<file path="src/hdl/itr_pkg.sv">
`timescale 1ns / 1ps
package itr_pkg;

  localparam int VALUE_BITS_DEF = 32;
  localparam int MAX_RADIX_DEF  = 36;

  localparam int RADIX_W = 6;
  localparam int DIGIT_W = 6;
  localparam int CHAR_W  = 7;

  localparam logic [RADIX_W-1:0] RADIX_MIN     = 6'd2;
  localparam logic [RADIX_W-1:0] DECIMAL_RADIX = 6'd10;

  localparam logic [CHAR_W-1:0] CH_MINUS    = 7'h2D;
  localparam logic [CHAR_W-1:0] CH_ZERO     = 7'h30;
  localparam logic [CHAR_W-1:0] CH_NINE     = 7'h39;
  localparam logic [CHAR_W-1:0] CH_LETTER_A = 7'h41;
  localparam logic [CHAR_W-1:0] CH_LETTER_Z = 7'h5A;

  // Controller to datapath
  typedef struct packed {
    logic load;
    logic div_step;
    logic store_digit;
    logic push_sign;
    logic push_digit;
  } itr_cmd_t;

  // Datapath to controller
  typedef struct packed {
    logic bit_last;
    logic quo_zero;
    logic count_full;
    logic count_one;
    logic sign_neg;
    logic out_free;
  } itr_sts_t;

  function automatic logic [CHAR_W-1:0] digit_char(input logic [DIGIT_W-1:0] d);
    logic [CHAR_W-1:0] dx;
    dx = {1'b0, d};
    if (d < DECIMAL_RADIX) begin
      return CH_ZERO + dx;
    end
    return CH_LETTER_A + dx - CHAR_W'(DECIMAL_RADIX);
  endfunction

endpackage

</file>
<file path="src/hdl/itr_ctrl.sv">
`timescale 1ns / 1ps
module itr_ctrl (
  input  logic             clk,
  input  logic             rst_n,
  input  logic             in_valid,
  output logic             in_stall,
  input  itr_pkg::itr_sts_t sts,
  output itr_pkg::itr_cmd_t cmd
);

  typedef enum logic [5:0] {
    S_IDLE  = 6'b000001,
    S_DIV   = 6'b000010,
    S_STORE = 6'b000100,
    S_SIGN  = 6'b001000,
    S_READ  = 6'b010000,
    S_PUSH  = 6'b100000
  } state_t;

  state_t state_r, state_nxt;

  always_ff @(posedge clk) begin
    if (!rst_n) begin
      state_r <= S_IDLE;
    end else begin
      state_r <= state_nxt;
    end
  end

  assign in_stall = (state_r != S_IDLE);

  always_comb begin
    state_nxt = state_r;
    cmd       = '0;
    case (state_r)
      S_IDLE: begin
        if (in_valid) begin
          cmd.load  = 1'b1;
          state_nxt = S_DIV;
        end
      end
      S_DIV: begin
        cmd.div_step = 1'b1;
        if (sts.bit_last) begin
          state_nxt = S_STORE;
        end
      end
      S_STORE: begin
        cmd.store_digit = 1'b1;
        if (sts.quo_zero || sts.count_full) begin
          state_nxt = sts.sign_neg ? S_SIGN : S_READ;
        end else begin
          state_nxt = S_DIV;
        end
      end
      S_SIGN: begin
        // read data for the top digit settles while the sign goes out
        if (sts.out_free) begin
          cmd.push_sign = 1'b1;
          state_nxt     = S_PUSH;
        end
      end
      S_READ: begin
        state_nxt = S_PUSH;
      end
      S_PUSH: begin
        if (sts.out_free) begin
          cmd.push_digit = 1'b1;
          state_nxt      = sts.count_one ? S_IDLE : S_READ;
        end
      end
      default: begin
        state_nxt = S_IDLE;
      end
    endcase
  end

endmodule

</file>
<file path="src/hdl/itr_dpath.sv">
`timescale 1ns / 1ps
module itr_dpath #(
  parameter int VALUE_BITS = itr_pkg::VALUE_BITS_DEF,
  parameter int MAX_RADIX  = itr_pkg::MAX_RADIX_DEF
) (
  input  logic                            clk,
  input  logic                            rst_n,
  input  logic signed [VALUE_BITS-1:0]    in_number,
  input  logic [itr_pkg::RADIX_W-1:0]     in_radix,
  input  logic                            out_stall,
  output logic                            out_valid,
  output logic [itr_pkg::CHAR_W-1:0]      out_text_char,
  output logic                            out_last_char,
  input  itr_pkg::itr_cmd_t               cmd,
  output itr_pkg::itr_sts_t               sts
);

  localparam int IDX_W = $clog2(VALUE_BITS);
  localparam int CNT_W = $clog2(VALUE_BITS + 1);
  localparam int DW    = itr_pkg::DIGIT_W;
  localparam int RW    = itr_pkg::RADIX_W;

  logic [VALUE_BITS-1:0]        quo_r, quo_nxt;
  logic [DW-1:0]                rem_r, rem_nxt;
  logic [RW-1:0]                radix_r, radix_nxt;
  logic                         sign_r;
  logic [IDX_W-1:0]             bcnt_r;
  logic [CNT_W-1:0]             count_r, count_nxt;
  logic [DW-1:0]                digit_mem [VALUE_BITS];
  logic [DW-1:0]                rd_data_r;
  logic [IDX_W-1:0]             rd_addr;
  logic                         out_valid_r;
  logic [itr_pkg::CHAR_W-1:0]   out_char_r;
  logic                         out_last_r;
  logic [DW:0]                  rem_sh;
  logic                         qbit;
  logic                         neg;
  logic [VALUE_BITS-1:0]        mag;

  // Clamp radix and fold the sign in for decimal only
  always_comb begin
    radix_nxt = in_radix;
    if (in_radix < itr_pkg::RADIX_MIN) begin
      radix_nxt = itr_pkg::RADIX_MIN;
    end else if (in_radix > RW'(MAX_RADIX)) begin
      radix_nxt = RW'(MAX_RADIX);
    end
    neg = in_number[VALUE_BITS-1] && (radix_nxt == itr_pkg::DECIMAL_RADIX);
    mag = neg ? (~in_number + 1'b1) : in_number;
  end

  // One restoring division step per cycle, quotient shifts in place
  always_comb begin
    rem_sh = {rem_r, quo_r[VALUE_BITS-1]};
    qbit   = (rem_sh >= {1'b0, radix_r});
    rem_nxt = qbit ? DW'(rem_sh - {1'b0, radix_r}) : DW'(rem_sh);
    quo_nxt = {quo_r[VALUE_BITS-2:0], qbit};
  end

  always_ff @(posedge clk) begin
    if (cmd.load) begin
      quo_r   <= mag;
      radix_r <= radix_nxt;
      sign_r  <= neg;
      rem_r   <= '0;
    end else if (cmd.div_step) begin
      quo_r <= quo_nxt;
      rem_r <= rem_nxt;
    end else if (cmd.store_digit) begin
      rem_r <= '0;
    end
  end

  always_comb begin
    count_nxt = count_r;
    if (cmd.load) begin
      count_nxt = '0;
    end else if (cmd.store_digit) begin
      count_nxt = count_r + 1'b1;
    end else if (cmd.push_digit) begin
      count_nxt = count_r - 1'b1;
    end
  end

  always_ff @(posedge clk) begin
    if (!rst_n) begin
      bcnt_r  <= '0;
      count_r <= '0;
    end else begin
      count_r <= count_nxt;
      if (cmd.div_step) begin
        bcnt_r <= (bcnt_r == IDX_W'(VALUE_BITS - 1)) ? '0 : bcnt_r + 1'b1;
      end else if (cmd.load) begin
        bcnt_r <= '0;
      end
    end
  end

  // Digit store, least significant digit at address zero
  assign rd_addr = IDX_W'(count_r - 1'b1);

  always_ff @(posedge clk) begin
    if (cmd.store_digit) begin
      digit_mem[count_r[IDX_W-1:0]] <= rem_r;
    end
    rd_data_r <= digit_mem[rd_addr];
  end

  // Output word register
  always_ff @(posedge clk) begin
    if (!rst_n) begin
      out_valid_r <= 1'b0;
    end else if (cmd.push_sign || cmd.push_digit) begin
      out_valid_r <= 1'b1;
    end else if (!out_stall) begin
      out_valid_r <= 1'b0;
    end
  end

  always_ff @(posedge clk) begin
    if (cmd.push_sign) begin
      out_char_r <= itr_pkg::CH_MINUS;
      out_last_r <= 1'b0;
    end else if (cmd.push_digit) begin
      out_char_r <= itr_pkg::digit_char(rd_data_r);
      out_last_r <= (count_r == CNT_W'(1));
    end
  end

  assign out_valid     = out_valid_r;
  assign out_text_char = out_char_r;
  assign out_last_char = out_last_r;

  always_comb begin
    sts.bit_last   = (bcnt_r == IDX_W'(VALUE_BITS - 1));
    sts.quo_zero   = (quo_r == '0);
    sts.count_full = (count_r == CNT_W'(VALUE_BITS - 1));
    sts.count_one  = (count_r == CNT_W'(1));
    sts.sign_neg   = sign_r;
    sts.out_free   = !out_valid_r || !out_stall;
  end

endmodule

</file>
<file path="src/hdl/integer_to_radix_text.sv">
`timescale 1ns / 1ps
// Integer to radix text converter.
// Input channel (in_valid / in_stall): one word carries a signed number and a
// radix; radix values below 2 or above MAX_RADIX are clamped. Only radix 10
// shows a negative number as '-' and its magnitude; other radixes convert the
// two's complement pattern as unsigned.
// Output channel (out_valid / out_stall): one ASCII character per word, most
// significant digit first, out_last_char set on the final character. Zero
// gives the single character '0'.
// Conversion: each digit comes from a full pass of the bit-serial restoring
// divider into the digit store; each character is then read from the digit
// store and loaded into the output register, one after the other.
// A new number is taken only once the previous text has all been handed to
// the output register; the last character may still be waiting there.
// A stall on the output holds the current character and pauses emission.
// Reset clears the controller and the output valid; no clearing pass.
module integer_to_radix_text #(
  parameter int VALUE_BITS = itr_pkg::VALUE_BITS_DEF,
  parameter int MAX_RADIX  = itr_pkg::MAX_RADIX_DEF
) (
  input  logic                            clk,
  input  logic                            rst_n,
  input  logic                            in_valid,
  output logic                            in_stall,
  input  logic signed [VALUE_BITS-1:0]    in_number,
  input  logic [itr_pkg::RADIX_W-1:0]     in_radix,
  output logic                            out_valid,
  input  logic                            out_stall,
  output logic [itr_pkg::CHAR_W-1:0]      out_text_char,
  output logic                            out_last_char
);

  itr_pkg::itr_cmd_t cmd;
  itr_pkg::itr_sts_t sts;

  itr_ctrl u_ctrl (
    .clk      (clk),
    .rst_n    (rst_n),
    .in_valid (in_valid),
    .in_stall (in_stall),
    .sts      (sts),
    .cmd      (cmd)
  );

  itr_dpath #(
    .VALUE_BITS (VALUE_BITS),
    .MAX_RADIX  (MAX_RADIX)
  ) u_dpath (
    .clk           (clk),
    .rst_n         (rst_n),
    .in_number     (in_number),
    .in_radix      (in_radix),
    .out_stall     (out_stall),
    .out_valid     (out_valid),
    .out_text_char (out_text_char),
    .out_last_char (out_last_char),
    .cmd           (cmd),
    .sts           (sts)
  );

  // Busy right after taking a number
  a_busy_after_accept: assert property (@(posedge clk) disable iff (!rst_n)
    (in_valid && !in_stall) |=> in_stall)
    else $error("input not stalled after accept");

  // Sign never ends a text
  a_sign_not_last: assert property (@(posedge clk) disable iff (!rst_n)
    (out_valid && out_text_char == itr_pkg::CH_MINUS) |-> !out_last_char)
    else $error("sign marked as last character");

  // Only sign, digits or upper-case letters leave the block
  a_char_set: assert property (@(posedge clk) disable iff (!rst_n)
    out_valid |-> (out_text_char == itr_pkg::CH_MINUS ||
                   (out_text_char >= itr_pkg::CH_ZERO &&
                    out_text_char <= itr_pkg::CH_NINE) ||
                   (out_text_char >= itr_pkg::CH_LETTER_A &&
                    out_text_char <= itr_pkg::CH_LETTER_Z)))
    else $error("character outside text set");

  // No character is pushed in the cycle a number is accepted
  a_no_push_idle: assert property (@(posedge clk) disable iff (!rst_n)
    (in_valid && !in_stall) |-> !(cmd.push_sign || cmd.push_digit))
    else $error("character pushed while idle");

endmodule
</file>
<file path="config.mk">
export PLATFORM = sky130hd
export DESIGN_NAME = integer_to_radix_text
export DESIGN_NICKNAME = d
export VERILOG_FILES = /design/src/hdl/itr_pkg.sv /design/src/hdl/itr_ctrl.sv /design/src/hdl/itr_dpath.sv /design/src/hdl/integer_to_radix_text.sv
export SDC_FILE = /design/constraint.sdc
export NUM_CORES = 1
export LEC_CHECK = 0
export ABC_AREA = 0
export BUFFER_PORTS_ARGS = -buffer_cell sky130_fd_sc_hd__buf_2
export CORE_ASPECT_RATIO = 1.5
export CORE_MARGIN = 5
export CORE_UTILIZATION = 30
export DETAILED_ROUTE_END_ITERATION = 6
export GPL_TIMING_DRIVEN = 0
export HOLD_SLACK_MARGIN = 0.06
export MAX_ROUTING_LAYER = met4
export PLACE_DENSITY = 0.45
export SYNTH_ARGS = -nofsm -noshare
export SYNTH_HDL_FRONTEND = slang
export SYNTH_SLANG_ARGS = --single-unit
</file>
<file path="constraint.sdc">
create_clock -name clk -period 4.35 [get_ports clk]
set_clock_uncertainty 0.15 [all_clocks]
set_input_delay 0.87 -clock clk [delete_from_list [all_inputs] [get_ports clk]]
set_output_delay 0.87 -clock clk [all_outputs]
set_load 0.02 [all_outputs]
</file>
Yosys cells after proc, flatten, opt, wreduce, memory -nomap -nowiden --
Memory sizes are Yosys's and may differ from the RTL's. A register that Yosys moved wholly into a read port is not among the register bits. Cells that the tools add are included.
Cells by class: reduce and logical (&&, ||, !) cells 12, $lt $le $gt $ge 4, bitwise operators 2, equal/unequal tests 16, mux-type cells 37, add/sub/neg operators 8
Operators with widths (count):
- 2-to-1 mux 32 bit | 3
- 2-to-1 mux 6 bit | 12
- one-hot mux 6 bit (6 select lines) | 1
- adder 32 x 1 -> 32 bit, second input constant | 1
- logical NOT 32 bit | 1
- NOT 32 bit | 1
- 2-to-1 mux 5 bit | 5
- 2-to-1 mux 1 bit | 14
- 2-to-1 mux 7 bit | 2
- equality test 6 x 1 -> 1 bit, second input constant | 2
- equality test 6 x 4 -> 1 bit, second input constant | 2
- equality test 6 x 5 -> 1 bit, second input constant | 2
- inequality test 2 bit, second input constant | 4
- adder 6 x 6 -> 7 bit, first input constant | 1
- adder 7 x 6 -> 7 bit, first input constant | 1
- greater-or-equal comparator 7 x 6 -> 1 bit | 1
- subtractor 7 x 4 -> 7 bit, second input constant | 1
- adder 6 x 1 -> 6 bit, second input constant | 1
- equality test 6 x 2 -> 1 bit, second input constant | 1
- equality test 6 x 3 -> 1 bit, second input constant | 1
- equality test 6 bit, second input constant | 1
- > comparator 6 bit, second input constant | 1
- less-than comparator 6 x 2 -> 1 bit, second input constant | 1
- less-than comparator 6 x 4 -> 1 bit, second input constant | 1
- 13 further kinds | 18
Storage, ports and cells: logic and storage cells 90, memories kept 1, output and inout bits 10, bits in registers 71, memory bits (writable) 192
Memories:
- u_dpath.digit_mem | depth 32, bits a word 6, rd ports 1, clocked after Yosys merged registers in 1, wr ports 1, line itr_dpath.sv:29 | logic [DW-1:0] digit_mem [VALUE_BITS];

Longest topological paths before layout --
depth in word-level cells 7, gate-level depth with buffers 10

By module --
A second synthesis with hierarchy kept.
Unflattened totals: cell total of the unflattened synthesis 906, area, all modules 12308.1 sq um
Modules (own cells, without submodules):
- itr_dpath | instances 1, cells an instance 853, sequential area each 7577.3 sq um, area each 11855.1 sq um
- itr_ctrl | instances 1, cells an instance 53, sequential area each 120.1 sq um, area each 452.9 sq um

Worst setup path before layout --
Ideal clock, no wire load.
kind flip-flop to flip-flop, start point register u_dpath.count_r[0], end point register u_dpath.rd_data_r[3], read port of u_dpath.digit_mem, arrival time 2.899 ns, setup slack 1.166 ns, period minus slack after synthesis 3.184 ns, stages on the path, launching flop included 11, required time 4.066 ns, cell sequence dfxtp_1 -> buf_2 -> buf_1 -> inv_1 -> ha_1 -> clkbuf_1 -> clkbuf_1 -> mux4_2 -> nand2_1 -> a21oi_1 -> or4_1
On the way: longest elaborated chain between the ends 1
Ends and longest elaborated chain:
- start, declared | line itr_dpath.sv:28 | logic [CNT_W-1:0] count_r, count_nxt;
- start signal, assigned | line itr_dpath.sv:90 | count_r <= count_nxt;
- subtractor 6 x 1 -> 6 bit
- end, declared | line itr_dpath.sv:30 | logic [DW-1:0] rd_data_r;
Every way passes these cells. A chain may end at the register's enable or synchronous reset.

Final worst setup path --
start point register u_dpath.count_r[0], end point register u_dpath.rd_data_r[4], read port of u_dpath.digit_mem
The elaborated chain is that of the path after synthesis.

==> metrics.txt <==
Setup Viol. Count Final=0; Min-Delay Path Class=reg2reg; cell area after synthesis=12100 µm²; list of most frequent post-synthesis cells=edfxtp_1, nand2_1, nor2_1; Top cell by count, worst path=clkbuf_1; die area=approximately 45000 µm²; Die W=approximately 170 µm; Max Slew Vio Count=0; Synthesis Warnings=0; Hold Path Cell Cnt=2; Hold Slack=about 0.3 ns; Starting Density=between 30% and 40%; Yosys top cell by area=edfxtp_1; Max IR drop VDD=between 200 and 250 µV; fin crit period=between 3 and 4 ns; core area=between 40000 and 50000 µm²; Skew-Pair Late Insertion Delay=0.55 ns; Port Buffer Count=51; RSZ-0062 raised after global routing=false; Routed WL=29900 µm; post-synthesis instance total=a little over 900; Crit path max-delay family=buffers and inverters; CTS Hold Buffers Added=0; first-pass GRT wire length=46200 µm; Crit Reg-Reg Startpoint=u_dpath.count_r[0]; fin area=around 14000 µm²; DRT antenna net count=0; CTS tree=built; Detailed Route Iter0 Violations=399; share of cells above drive strength 1=16.2%; Placed Area=13000 µm²; 1st-pass router iterations=5; gr usage total=13.6%; Chip Height=256 µm; post-synth cell types=66; Yosys reg bits=269; register area=approximately 7700 µm²; deepest clock path buffer count=3; postcts setup bufs=0; Worst Path Buf+Inv=5; WS Path Type=reg2reg; dpl cells=1466; Async SR Flop Fraction=0%; clk root buf=clkbuf_16; Setup WS pre-CTS=-0.149 ns; max cap viols=0; Area growth, synth to finish=13.5%; Final period util=88.7%; DRC=0; Worst setup EP type=flop; number of nets in the layout=1048; HP Start=u_dpath.out_text_char[4]; largest net degree at the start of global routing=37; Final Non-Filler Cells=1509; vias in the first global route=7790; HPWL Detailed=roughly 22000 µm; clock sinks=269; Avg Cell Area, Syn=approximately 13 µm²; CTS clk-pin slew, worst paths=~0.070 ns; Slew @ Worst Pin=around 1.3 ns; Seq/Total Area, Yosys=a little under two thirds; predominant post-synthesis flop cell=edfxtp_1; crit path cell chain=buf_2 -> clkbuf_2 -> inv_1 -> ha_1 -> clkbuf_1 -> clkbuf_1 -> mux4_2 -> nand2_1 -> a21oi_1 -> or4_1; Worst Hold Path EP=u_dpath.out_text_char[4]; status=completed; antenna violations before repair=1; most instantiated library cell after synthesis=edfxtp_1; Placement Rows=90; CP Launch Point=u_dpath.count_r[0]; Worst slew margin=12.1%; Final Hold Violating Endpoints=0; reg2reg setup slack=0.49 ns; r2r endpoint=u_dpath.rd_data_r[4]; IO Pins=52; setup TNS=0 ns; PD cells=428 nW/µm²; path depth of the worst reg2reg path=10; Via density=just under 5; critical path's slowest cell=clkbuf_1; Filler cells=4007; top cell type's share of synthesized area=a little under three fifths; RePlAce Congestion=0.774; static leakage=4.61 nW; crit-path max FO=10; startpoint type of the worst setup path=flop; Post-synth EDFFs=231; Pwr Total=5.90 mW; H-tree lvl count=1; vias post-DR=roughly 7.5k; footprint of the multi-input gates=4170 µm²; fin util=34.4%; Final WS setup=0.492 ns; CTS buffer count=26; Congestion Overflow GR=0; Synth Net Count=969; WL/cell=19.8 µm; Critical Path Max Stage Delay=0.52 ns; fmax=259 MHz; Arr. time, crit path=4.09 ns; Critical Path RT=4.58 ns; top post-synthesis cells by area=edfxtp_1, mux4_2, dfxtp_1
-- flip-flops by register name, summed over array words and instances (netlist names) --
name / flops
u_ctrl.state_r: 6
u_dpath.bcnt_r: 5
u_dpath.count_r: 6
u_dpath.digit_mem: 192
u_dpath.out_last_char: 1
u_dpath.out_text_char: 7
u_dpath.out_valid: 1
u_dpath.quo_r: 32
u_dpath.radix_r: 6
u_dpath.rd_data_r: 6
u_dpath.rem_r: 6
u_dpath.sign_r: 1
-- repair_timing --
| item | 4_1_cts | 5_1_grt |
|---|---|---|
| endpoints found under the hold margin | 0 | 0 |
| gates resized for setup | 4 | 1 |
| endpoints found under the setup margin | 6 | 6 |
-- where the power goes --
group          total [mW]  switching, mW  leakage, nW  internal, mW
registers            3.21          0.152         2.50          3.06
logic               0.628          0.415         1.75         0.213
clock network        2.06          0.935        0.362          1.12
-- worst register-to-register path: cells and delay by family, from the launching register on --
family,cells,cell delay [ns]
buf+inv,5,1.74
flops,1,0.39
mux,1,0.41
simple gates,2,0.60
fa+ha+maj,1,0.31
compound gates,1,0.08
-- worst max path at each step --
stage,endpoint,slack (ns),cells past startpoint
after CTS,u_dpath.rd_data_r[4],0.04,10
final,u_dpath.rd_data_r[4],0.49,10
after global placement,u_dpath.rd_data_r[5],-0.18,10
after floorplan,u_dpath.rd_data_r[3],1.17,10
after detailed placement,u_dpath.rd_data_r[3],-0.15,10
after global routing,u_dpath.rd_data_r[4],0.16,10
-- final cells by class --
| cell class | count | share of cell area [%] |
|---|---|---|
| Sequential cell | 269 | 55.9 |
| Multi-Input combinational cell | 569 | 30.2 |
| Clock buffer | 33 | 5.06 |
| Tap cell | 506 | 4.59 |
| Timing Repair Buffer | 51 | 1.85 |
| Buffer | 44 | 1.35 |
| Inverter | 27 | 0.735 |
| Clock inverter | 9 | 0.309 |
| Antenna cell | 1 | 0.0182 |
-- cell families after synthesis --
group	after synthesis	synth area share [%]
DFF	269	63.4
AOI/OAI and AO/OA	146	7.17
buffers and inverters	71	2.32
adders and majority gates	18	1.92
and+or+nand+nor	310	12.9
xor gates and xnor gates	42	3.03
muxes	53	9.31
-- cells in the final DEF (no fill, tap or decap), drive strengths merged, types with 4 or more instances in the layout --
master	netlist	routed
a21boi	6	6
a21oi	46	46
a31oi	12	12
and2	6	6
and3	5	5
buf	10	60
clkbuf	34	68
clkinv	1	9
dfxtp	38	38
edfxtp	231	231
ha	17	17
inv	26	26
mux2i	5	5
mux4	48	48
nand2	113	113
nand2b	6	6
nand3	18	18
nand3b	6	6
nand4	7	7
nor2	72	72
nor2b	9	9
nor3	21	21
nor4	14	14
nor4b	5	5
o211ai	10	10
o21ai	49	49
or3	6	6
or3b	4	4
or4	11	11
xnor2	31	31
xor2	11	11
-- per-layer routing --
layer	global-route usage, %	share of wire, %
met1	14.6	38
met4	4.14	2.3
met2	26.0	56
met5	-	0
met3	1.58	3.2
Note: power is estimated with default switching activity, not from simulation.
